## config.mk

```make
export PLATFORM = sky130hd
export DESIGN_NAME = pept_ctrl
export DESIGN_NICKNAME = d
export VERILOG_FILES = /design/src/rtl/pept_pkg.sv /design/src/rtl/pept_ctrl.sv
export SDC_FILE = /design/constraint.sdc
export NUM_CORES = 1
export LEC_CHECK = 0
export BUFFER_PORTS_ARGS = -buffer_cell sky130_fd_sc_hd__buf_2
export CAP_MARGIN = 20
export CORE_AREA = 4 4 41 43
export CTS_CLUSTER_SIZE = 14
export DETAILED_ROUTE_END_ITERATION = 16
export DIE_AREA = 0 0 45 47
export HOLD_SLACK_MARGIN = 0.02
export PLACE_DENSITY_LB_ADDON = 0.1
export SLEW_MARGIN = 20
export SYNTH_ARGS = -nofsm -noshare
export SYNTH_HDL_FRONTEND = slang
export SYNTH_SLANG_ARGS = --single-unit
```

## constraint.sdc

```tcl
create_clock -name i_clk -period 2.1 [get_ports i_clk]
set_clock_uncertainty 0.05 [all_clocks]
set_input_delay 0.21 -clock i_clk [delete_from_list [all_inputs] [get_ports i_clk]]
set_output_delay 0.21 -clock i_clk [all_outputs]
set_load 0.01 [all_outputs]
```

## src/rtl/pept_pkg.sv

```systemverilog
// shared types and constants for the peer entity permission table
package pept_pkg;

    // request codes
    localparam logic [3:0] REQ_BEGIN      = 4'd0;
    localparam logic [3:0] REQ_END        = 4'd1;
    localparam logic [3:0] REQ_CHK_SESS   = 4'd2;
    localparam logic [3:0] REQ_GRANT      = 4'd3;
    localparam logic [3:0] REQ_REVOKE     = 4'd4;
    localparam logic [3:0] REQ_CHK_ENT    = 4'd5;
    localparam logic [3:0] REQ_DROP       = 4'd6;
    localparam logic [3:0] REQ_SRV_GRANT  = 4'd7;
    localparam logic [3:0] REQ_SRV_REVOKE = 4'd8;
    localparam logic [3:0] REQ_SRV_CHK    = 4'd9;
    localparam logic [3:0] REQ_COUNT      = 4'd10;

    // status codes
    localparam logic [2:0] ST_OK       = 3'd0;
    localparam logic [2:0] ST_INVALID  = 3'd1;
    localparam logic [2:0] ST_SESSION  = 3'd2;
    localparam logic [2:0] ST_NOTFOUND = 3'd3;
    localparam logic [2:0] ST_DENIED   = 3'd4;

    // datapath commands
    localparam logic [3:0] CMD_NONE       = 4'd0;
    localparam logic [3:0] CMD_LOAD       = 4'd1;  // capture request, clear scans
    localparam logic [3:0] CMD_PEER_SCAN  = 4'd2;  // one peer slot
    localparam logic [3:0] CMD_PEER_ALLOC = 4'd3;  // create / update peer
    localparam logic [3:0] CMD_GRANT_SCAN = 4'd4;  // one grant slot
    localparam logic [3:0] CMD_SRV_SCAN   = 4'd5;  // one server slot
    localparam logic [3:0] CMD_FINISH     = 4'd6;  // apply update, form result

    typedef struct packed {
        logic [3:0] op;
    } t_cmd;

    typedef struct packed {
        logic [3:0] req;
        logic       ent_zero;
        logic       sess_zero;
        logic       peer_scan_last;
        logic       grant_scan_last;
        logic       srv_scan_last;
    } t_sts;

endpackage

```

## src/rtl/pept_ctrl.sv

```systemverilog
// request sequencer: walks peer, grant and server scans one slot a cycle
module pept_ctrl (
    input  logic            i_clk,
    input  logic            i_rst_n,
    input  logic            i_in_valid,
    output logic            o_in_ready,
    output logic            o_res_load,
    input  logic            i_res_free,
    input  pept_pkg::t_sts  i_sts,
    output pept_pkg::t_cmd  o_cmd
);

    localparam logic [2:0] S_IDLE  = 3'd0;
    localparam logic [2:0] S_PEER  = 3'd1;
    localparam logic [2:0] S_ALLOC = 3'd2;
    localparam logic [2:0] S_GRANT = 3'd3;
    localparam logic [2:0] S_SRV   = 3'd4;
    localparam logic [2:0] S_DONE  = 3'd5;

    logic [2:0] r_state, n_state;
    logic       needs_alloc, needs_grant;

    // requests that create a peer / look at its grant set
    assign needs_alloc = (i_sts.req == pept_pkg::REQ_BEGIN && !i_sts.sess_zero) ||
                         (i_sts.req == pept_pkg::REQ_GRANT && !i_sts.ent_zero);
    assign needs_grant = (i_sts.req == pept_pkg::REQ_GRANT) ||
                         (i_sts.req == pept_pkg::REQ_REVOKE) ||
                         (i_sts.req == pept_pkg::REQ_CHK_ENT) ||
                         (i_sts.req == pept_pkg::REQ_DROP) ||
                         (i_sts.req == pept_pkg::REQ_COUNT);

    assign o_in_ready = (r_state == S_IDLE);
    assign o_res_load = (r_state == S_DONE) && i_res_free;

    // next state and command
    always_comb begin
        n_state  = r_state;
        o_cmd.op = pept_pkg::CMD_NONE;
        case (r_state)
            S_IDLE: begin
                if (i_in_valid) begin
                    o_cmd.op = pept_pkg::CMD_LOAD;
                    n_state  = S_PEER;
                end
            end
            S_PEER: begin
                o_cmd.op = pept_pkg::CMD_PEER_SCAN;
                if (i_sts.peer_scan_last) begin
                    if (needs_alloc) n_state = S_ALLOC;
                    else if (needs_grant) n_state = S_GRANT;
                    else n_state = S_SRV;
                end
            end
            S_ALLOC: begin
                o_cmd.op = pept_pkg::CMD_PEER_ALLOC;
                n_state  = needs_grant ? S_GRANT : S_SRV;
            end
            S_GRANT: begin
                o_cmd.op = pept_pkg::CMD_GRANT_SCAN;
                if (i_sts.grant_scan_last) n_state = S_SRV;
            end
            S_SRV: begin
                o_cmd.op = pept_pkg::CMD_SRV_SCAN;
                if (i_sts.srv_scan_last) n_state = S_DONE;
            end
            S_DONE: begin
                if (i_res_free) begin
                    o_cmd.op = pept_pkg::CMD_FINISH;
                    n_state  = S_IDLE;
                end
            end
            default: n_state = S_IDLE;
        endcase
    end

    always_ff @(posedge i_clk) begin
        if (!i_rst_n) r_state <= S_IDLE;
        else          r_state <= n_state;
    end

`ifndef SYNTH
    // a result is produced only from the finish state
    a_load_done: assert property (@(posedge i_clk) disable iff (!i_rst_n)
        o_res_load |-> r_state == S_DONE)
        else $error("result load outside done");
    // a new request always starts a peer scan
    a_load_peer: assert property (@(posedge i_clk) disable iff (!i_rst_n)
        (r_state == S_IDLE && i_in_valid) |=> r_state == S_PEER)
        else $error("request did not start peer scan");
    // finishing returns to idle
    a_done_idle: assert property (@(posedge i_clk) disable iff (!i_rst_n)
        o_res_load |=> r_state == S_IDLE)
        else $error("finish did not return to idle");
`endif

endmodule

```

==> impl_metrics.csv, run 1 <==
group,metric,value,unit
route,wl_met2,430,um
floorplan,die-area,2120,um^2
clock_network,numCtsBuffers,3,
grt,antenna_found_initial,0,
floorplan,fp.dieW,45,um
sta,drv_slew,0,
place,portBuffers,17,
worst_setup_path,cp_data_arrival_time,1.36,ns
synth,ys_warn_count,0,
sta,hold_violations,0,
route,vias,474,
grt,grt_pass1_vias,387,
layout,final_area,498,um^2
floorplan,core-area,1300,um^2
floorplan,die_h,47,um
layout,antennaDiodeCount,0,
synth,synth_cells,62,
synth,synth_nets,75,
clock_network,clock_latency,0.23,ns
worst_hold_path,min_path_cells,3,
route,wl,1010,um
route,wl_met1,489,um
run_status,status,"finished, final reports clean",
power,power_density,1150,nW/um^2
clock_network,htreeDepth,1,
synth,seq_area_frac_synth,0.153,
synth,synthesis.area,392,um^2
sta,slew_headroom,0.667,
worst_setup_path,reg2reg_depth,4,
layout,syn_to_final_growth,27.2,%
worst_setup_path,cp.required,1.84,ns
grt,grt_max_degree,17,
power,vdd_drop_max,372,uV
layout,regMostFlops,"r_state",
clock_network,cts_resized,0,
clock_network,ctsHoldBuffers,0,
floorplan,start_util,0.301,
route,drtIter0Drc,6,
clock_network,cts_tree,"done",
route,dr.pass1.iters,4,
route,ant_nets,0,
route,top_layer,"met4",
sta,setup-tns-final,0,ns
power,p_leak,0.000224,uW
synth,yosysUniqueCellTypes,27,
clock_network,cts_setup_buffers,0,
worst_hold_path,hold_class,"in -> reg",
sta,rsz0062_at_grt,"no",
clock_network,clockBufferDepth,2,
clock_network,path_clk_slew,0.04,ns
sta,fin_crit,1.62,ns
synth,syn_avg_cell_area,6.32,um^2
clock_network,clock_sinks,3,
layout,top_regs,"r_state (3)",
place,dpl.hpwl,770,um
worst_setup_path,setup.worst_path.start,"r_state[1]",
layout,drive_gt1_frac,0.278,
worst_setup_path,cp_max_fo,14,
grt,grt_remaining_overflow,0,
route,viasPerCell,5.04,
worst_setup_path,start_kind,"flop",
worst_setup_path,r2r_setup_slack,0.52,ns
grt,grt_use_total,0.105,
layout,layout.nets,93,
sta,max_freq,616,MHz
floorplan,ios,19,
floorplan,rows,13,
clock_network,root_buffer,"clkbuf_4",
route,met3_length,66,um
worst_setup_path,end_kind,"output pin",
place,gp_congestion,0.736,
sta,tightest_slew,0.499,ns
grt,grt_pass1_wl,1570,um
layout,fillers,148,
route,drt-wirelength-per-cell,10.8,um
job,drv_cap,0,
route,drcViolationCount,0,
synth,ys_ff_latch,3,
worst_setup_path,crit_path_end,"o_cmd[0]",
worst_setup_path,r2r_start,"r_state[2]",
worst_setup_path,rr_endpoint,"r_state[0]",
worst_setup_path,worst-setup-path-type,"reg -> out",
layout,largest_reg_flops,3,
sta,setup-violations-final,0,
sta,fin_crit_sh,0.773,
place,placed_area,472,um^2
metrics by stage:
step,hold WS [ns],instances,total power (uW),setup WS (ns),util
floorplan,0.336,62,385,0.862,-
global placement,0.470,90,474,0.574,0.363
detailed placement,0.453,90,468,0.538,0.363
CTS,0.205,94,578,0.486,0.383
global route,0.259,94,624,0.384,0.383
finish,0.208,94,570,0.476,0.383
logic make-up (layout without fill, tap and decap cells):
family / count (synthesis) / after routing / synth area share
flops: 3 / 3 / 0.153
buf+inv: 7 / 24 / 0.0894
xor+xnor: 1 / 1 / 0.0224
compound gates: 17 / 17 / 0.294
other cells: 1 / 1 / 0.00958
simple gates: 33 / 33 / 0.431
power breakdown:
group          total [uW]  leakage [uW]  switching [uW]  internal, uW
clock network         103     0.0000150            31.7          71.3
registers             162     0.0000246            83.3          78.7
logic                 305      0.000184             151           155
critical path, stage by stage (launching register included):
cell and delay (ns):
dfxtp_1 0.62, nor3_1 0.12, a211oi_1 0.22, buf_2 0.17
cells in the final DEF, fill, tap and decap left out:
| cell type | count |
|---|---|
| xor2_1 | 1 |
| o21ai_0 | 2 |
| a21oi_1 | 5 |
| inv_1 | 3 |
| o22a_1 | 1 |
| o2111ai_1 | 1 |
| nor2_1 | 11 |
| o221a_1 | 1 |
| conb_1 | 1 |
| o31ai_1 | 1 |
| nand2b_1 | 1 |
| nand2b_2 | 1 |
| nor3_1 | 3 |
| nand3_1 | 2 |
| clkbuf_1 | 1 |
| clkbuf_4 | 3 |
| a211oi_1 | 1 |
| dfxtp_1 | 3 |
| or4_1 | 1 |
| buf_2 | 17 |
| nor2b_1 | 3 |
| nand3b_1 | 2 |
| and2b_1 | 1 |
| nor4_2 | 1 |
| nand2_1 | 7 |
| o22ai_1 | 3 |
| a221oi_1 | 2 |
worst min-delay path by stage:
stage	from	to	slack, ns
2_1_floorplan	i_rst_n	r_state[1]	0.34
3_3_place_gp	i_rst_n	r_state[2]	0.47
3_5_place_dp	i_rst_n	r_state[2]	0.45
4_1_cts	i_rst_n	r_state[2]	0.20
5_1_grt	i_rst_n	r_state[1]	0.26
6_report	i_rst_n	r_state[2]	0.21
cell type report:
type	count	area (um^2)	area share
Tap cell	15	18.8	0.0377
Sequential cell	3	60.1	0.121
Clock buffer	4	26.3	0.0528
Multi-Input combinational cell	52	297	0.595
Timing Repair Buffer	17	85.1	0.171
Inverter	3	11.3	0.0226
synth_stat cells:
cell type	instances	area, um^2
a211oi_1	1	7.51
a21oi_1	5	25.0
a221oi_1	2	17.5
and2b_1	1	7.51
buf_2	1	5.00
buf_4	2	15.0
clkbuf_1	1	3.75
conb_1	1	3.75
dfxtp_1	3	60.1
inv_1	3	11.3
nand2_1	7	26.3
nand2b_1	1	6.26
nand2b_2	1	8.76
nand3_1	2	10.0
nand3b_1	2	15.0
nor2_1	11	41.3
nor2b_1	3	18.8
nor3_1	3	15.0
nor4_2	1	12.5
o2111ai_1	1	8.76
o21ai_0	2	10.0
o221a_1	1	11.3
o22a_1	1	8.76
o22ai_1	3	18.8
o31ai_1	1	7.51
or4_1	1	7.51
xor2_1	1	8.76
layer usage:
metal,track usage,vias up
met5,0,-
met4,0.0877,0
met3,0.0230,4
met2,0.153,14
met1,0.132,196
li1,-,260
No activity file was read; power rests on OpenSTA's default activity.
==> run 2: changes to the inputs <==
ABC_AREA = 1   (was unset)
clock period = 1.45 ns   (was 2.1 ns; I/O delays follow)
==> impl_metrics.csv, run 2 <==
group,metric,value,unit
run_status,status,"finished, final reports clean",
worst_setup_path,worst_path_largest_cell_delay,0.35,ns
synth,synthAdderAreaFrac,0,
worst_setup_path,crit_slowest_cell,"dfxtp_2",
grt,grt_pass1_vias,391,
floorplan,rows,13,
worst_setup_path,r2r_setup_slack,0.28,ns
power,vdd_drop_max,635,uV
route,viasPerCell,4.64,
layout,antennaDiodeCount,0,
synth,seq_area_frac_synth,0.161,
layout,final_cell_mix,"nand2_1 (17), buf_2 (17), inv_1 (11)",
worst_setup_path,cp_max_fo,7,
synth,synthSimpleGateAreaFrac,0.559,
route,drt-wirelength-per-cell,9.23,um
place,gp_congestion,0.741,
worst_setup_path,reg2reg_depth,5,
synth,synthesis.area,374,um^2
floorplan,die_h,47,um
synth,synth_cells,70,
route,vias,483,
power,power_density,1410,nW/um^2
layout,syn_to_final_growth,34.8,%
synth,synth-compound-area-share,0.100,
sta,max_freq,733,MHz
sta,fin_ws,0.0857,ns
synth,synth_xor_xnor_area_share,0,
sta,rsz0062_at_grt,"no",
floorplan,start_util,0.288,
layout,top_regs,"r_state (3)",
floorplan,die-area,2120,um^2
worst_setup_path,path_delay_family,"flip-flops",
synth,post-synth-top-count-cell,"nand2_1",
clock_network,clockBufferDepth,2,
worst_setup_path,crit_buf_inv,3,
sta,setup-tns-final,0,ns
worst_setup_path,end_kind,"output pin",
clock_network,cts_setup_buffers,0,
route,wl_met2,438,um
place,preCtsSetupSlack,0.105,ns
worst_hold_path,min_path_cells,3,
worst_hold_path,hold_class,"in -> reg",
layout,drive_gt1_frac,0.337,
route,ant_nets,0,
route,met3_length,103,um
grt,grt_use_total,0.100,
grt,grt_max_degree,12,
synth,syn_avg_cell_area,5.34,um^2
place,portBuffers,17,
worst_setup_path,start_kind,"flop",
route,wl_met1,399,um
synth,yosysTopAreaCell,"nand2_1",
clock_network,ctsHoldBuffers,0,
synth,synth_edf_count,0,
grt,antenna_found_initial,0,
synth,ys_dominant_reg_cell,"dfxtp_1",
place,dpl.hpwl,779,um
floorplan,fp.dieW,45,um
sta,fin_crit,1.36,ns
layout,layout.nets,103,
layout,largest_reg_flops,3,
grt,grt_pass1_wl,1480,um
sta,drv_slew,0,
worst_setup_path,path_cells,"inv_2, nand2_1, nor2_4, inv_1, o31ai_1, buf_2",
clock_network,htreeDepth,1,
synth,synth_commonest_cells,"nand2_1 (17), inv_1 (11), nand3_1 (9), nor2_1 (9), a21oi_1 (4)",
sta,fin_crit_sh,0.941,
worst_setup_path,worst-setup-path-type,"reg -> out",
route,drcViolationCount,0,
clock_network,numCtsBuffers,3,
synth,synthMuxAreaShare,0,
worst_setup_path,path_depth,6,
synth,netlist.area_leader.share,0.171,
synth,synth_area_leaders,"nand2_1 (17%), dfxtp_1 (16%), nand3_1 (12%)",
synth,synth_top_family_by_area,"simple AND/OR/NAND/NOR gates",
synth,yosysUniqueCellTypes,18,
clock_network,clock_latency,0.24,ns
floorplan,core-area,1300,um^2
worst_setup_path,cp_data_arrival_time,1.17,ns
synth,synth_nets,83,
sta,hold_violations,0,
clock_network,path_clk_slew,0.04,ns
synth,async_flop_share,0,
clock_network,cts_tree,"done",
worst_setup_path,cp.required,1.25,ns
clock_network,root_buffer,"clkbuf_4",
route,wl,960,um
clock_network,clock_sinks,3,
route,dr.pass1.iters,3,
sta,setup-violations-final,0,
synth,ys_warn_count,0,
layout,regMostFlops,"r_state",
power,p_leak,0.000277,uW
job,drv_cap,0,
synth,ys_ff_latch,3,
route,top_layer,"met4",
floorplan,ios,19,
route,drtIter0Drc,5,
grt,grt_remaining_overflow,0,
-- run 2: final timing paths --
path / start / endpoint
max reg2reg: r_state[1] / r_state[2]
max: r_state[2] / o_cmd[0]
min: i_rst_n / r_state[0]
min reg2reg: r_state[0] / r_state[0]
-- run 2: metal layers --
metal,GRT usage,vias to the layer above
li1,-,261
met1,0.106,201
met2,0.164,17
met3,0.0383,4
met4,0.0702,0
met5,0,-
-- run 2: metrics by stage --
step / total power [uW] / utilization / hold slack [ns] / cells / instance area, um^2
2_1_floorplan: 446 / - / 0.246 / 70 / 374
3_3_place_gp: 544 / 0.353 / 0.365 / 100 / 459
3_5_place_dp: 542 / 0.353 / 0.371 / 100 / 459
4_1_cts: 704 / 0.376 / 0.115 / 104 / 489
5_1_grt: 785 / 0.388 / 0.122 / 104 / 504
6_report: 712 / 0.388 / 0.120 / 104 / 504
-- run 2: cell type report --
cell class / instances / area (um^2)
inverters: 12 / 45.0
multi-input cells: 53 / 263
fillers: 167 / 797
repair buffers: 17 / 85.1
flip-flops and latches: 3 / 66.3
well taps: 15 / 18.8
clock buffers: 4 / 26.3
-- run 2: timing repair --
action / 4_1_cts / 5_1_grt
setup endpoints to repair: 3 / 3
resized for setup: 2 / 6
endpoints found under the hold margin: 0 / 0
pin swaps: 0 / 0
-- run 2: kinds of logic (layout without fill, tap and decap cells) --
family,count (synthesis),in the layout
simple gates,45,45
buf+inv,14,33
compound gates,7,7
flops,3,3
other cells,1,1
-- run 2: worst min-delay path, cell delays in order --
cell	delay [ns]
buf_2	0.10
inv_1	0.08
a21oi_1	0.04
-- run 2: where the power goes --
group          total (uW)  switching, uW  internal [uW]
Sequential            182           63.0            119
Combinational         379            217            163
Clock                 151           47.3            103
Total                 712            327            385
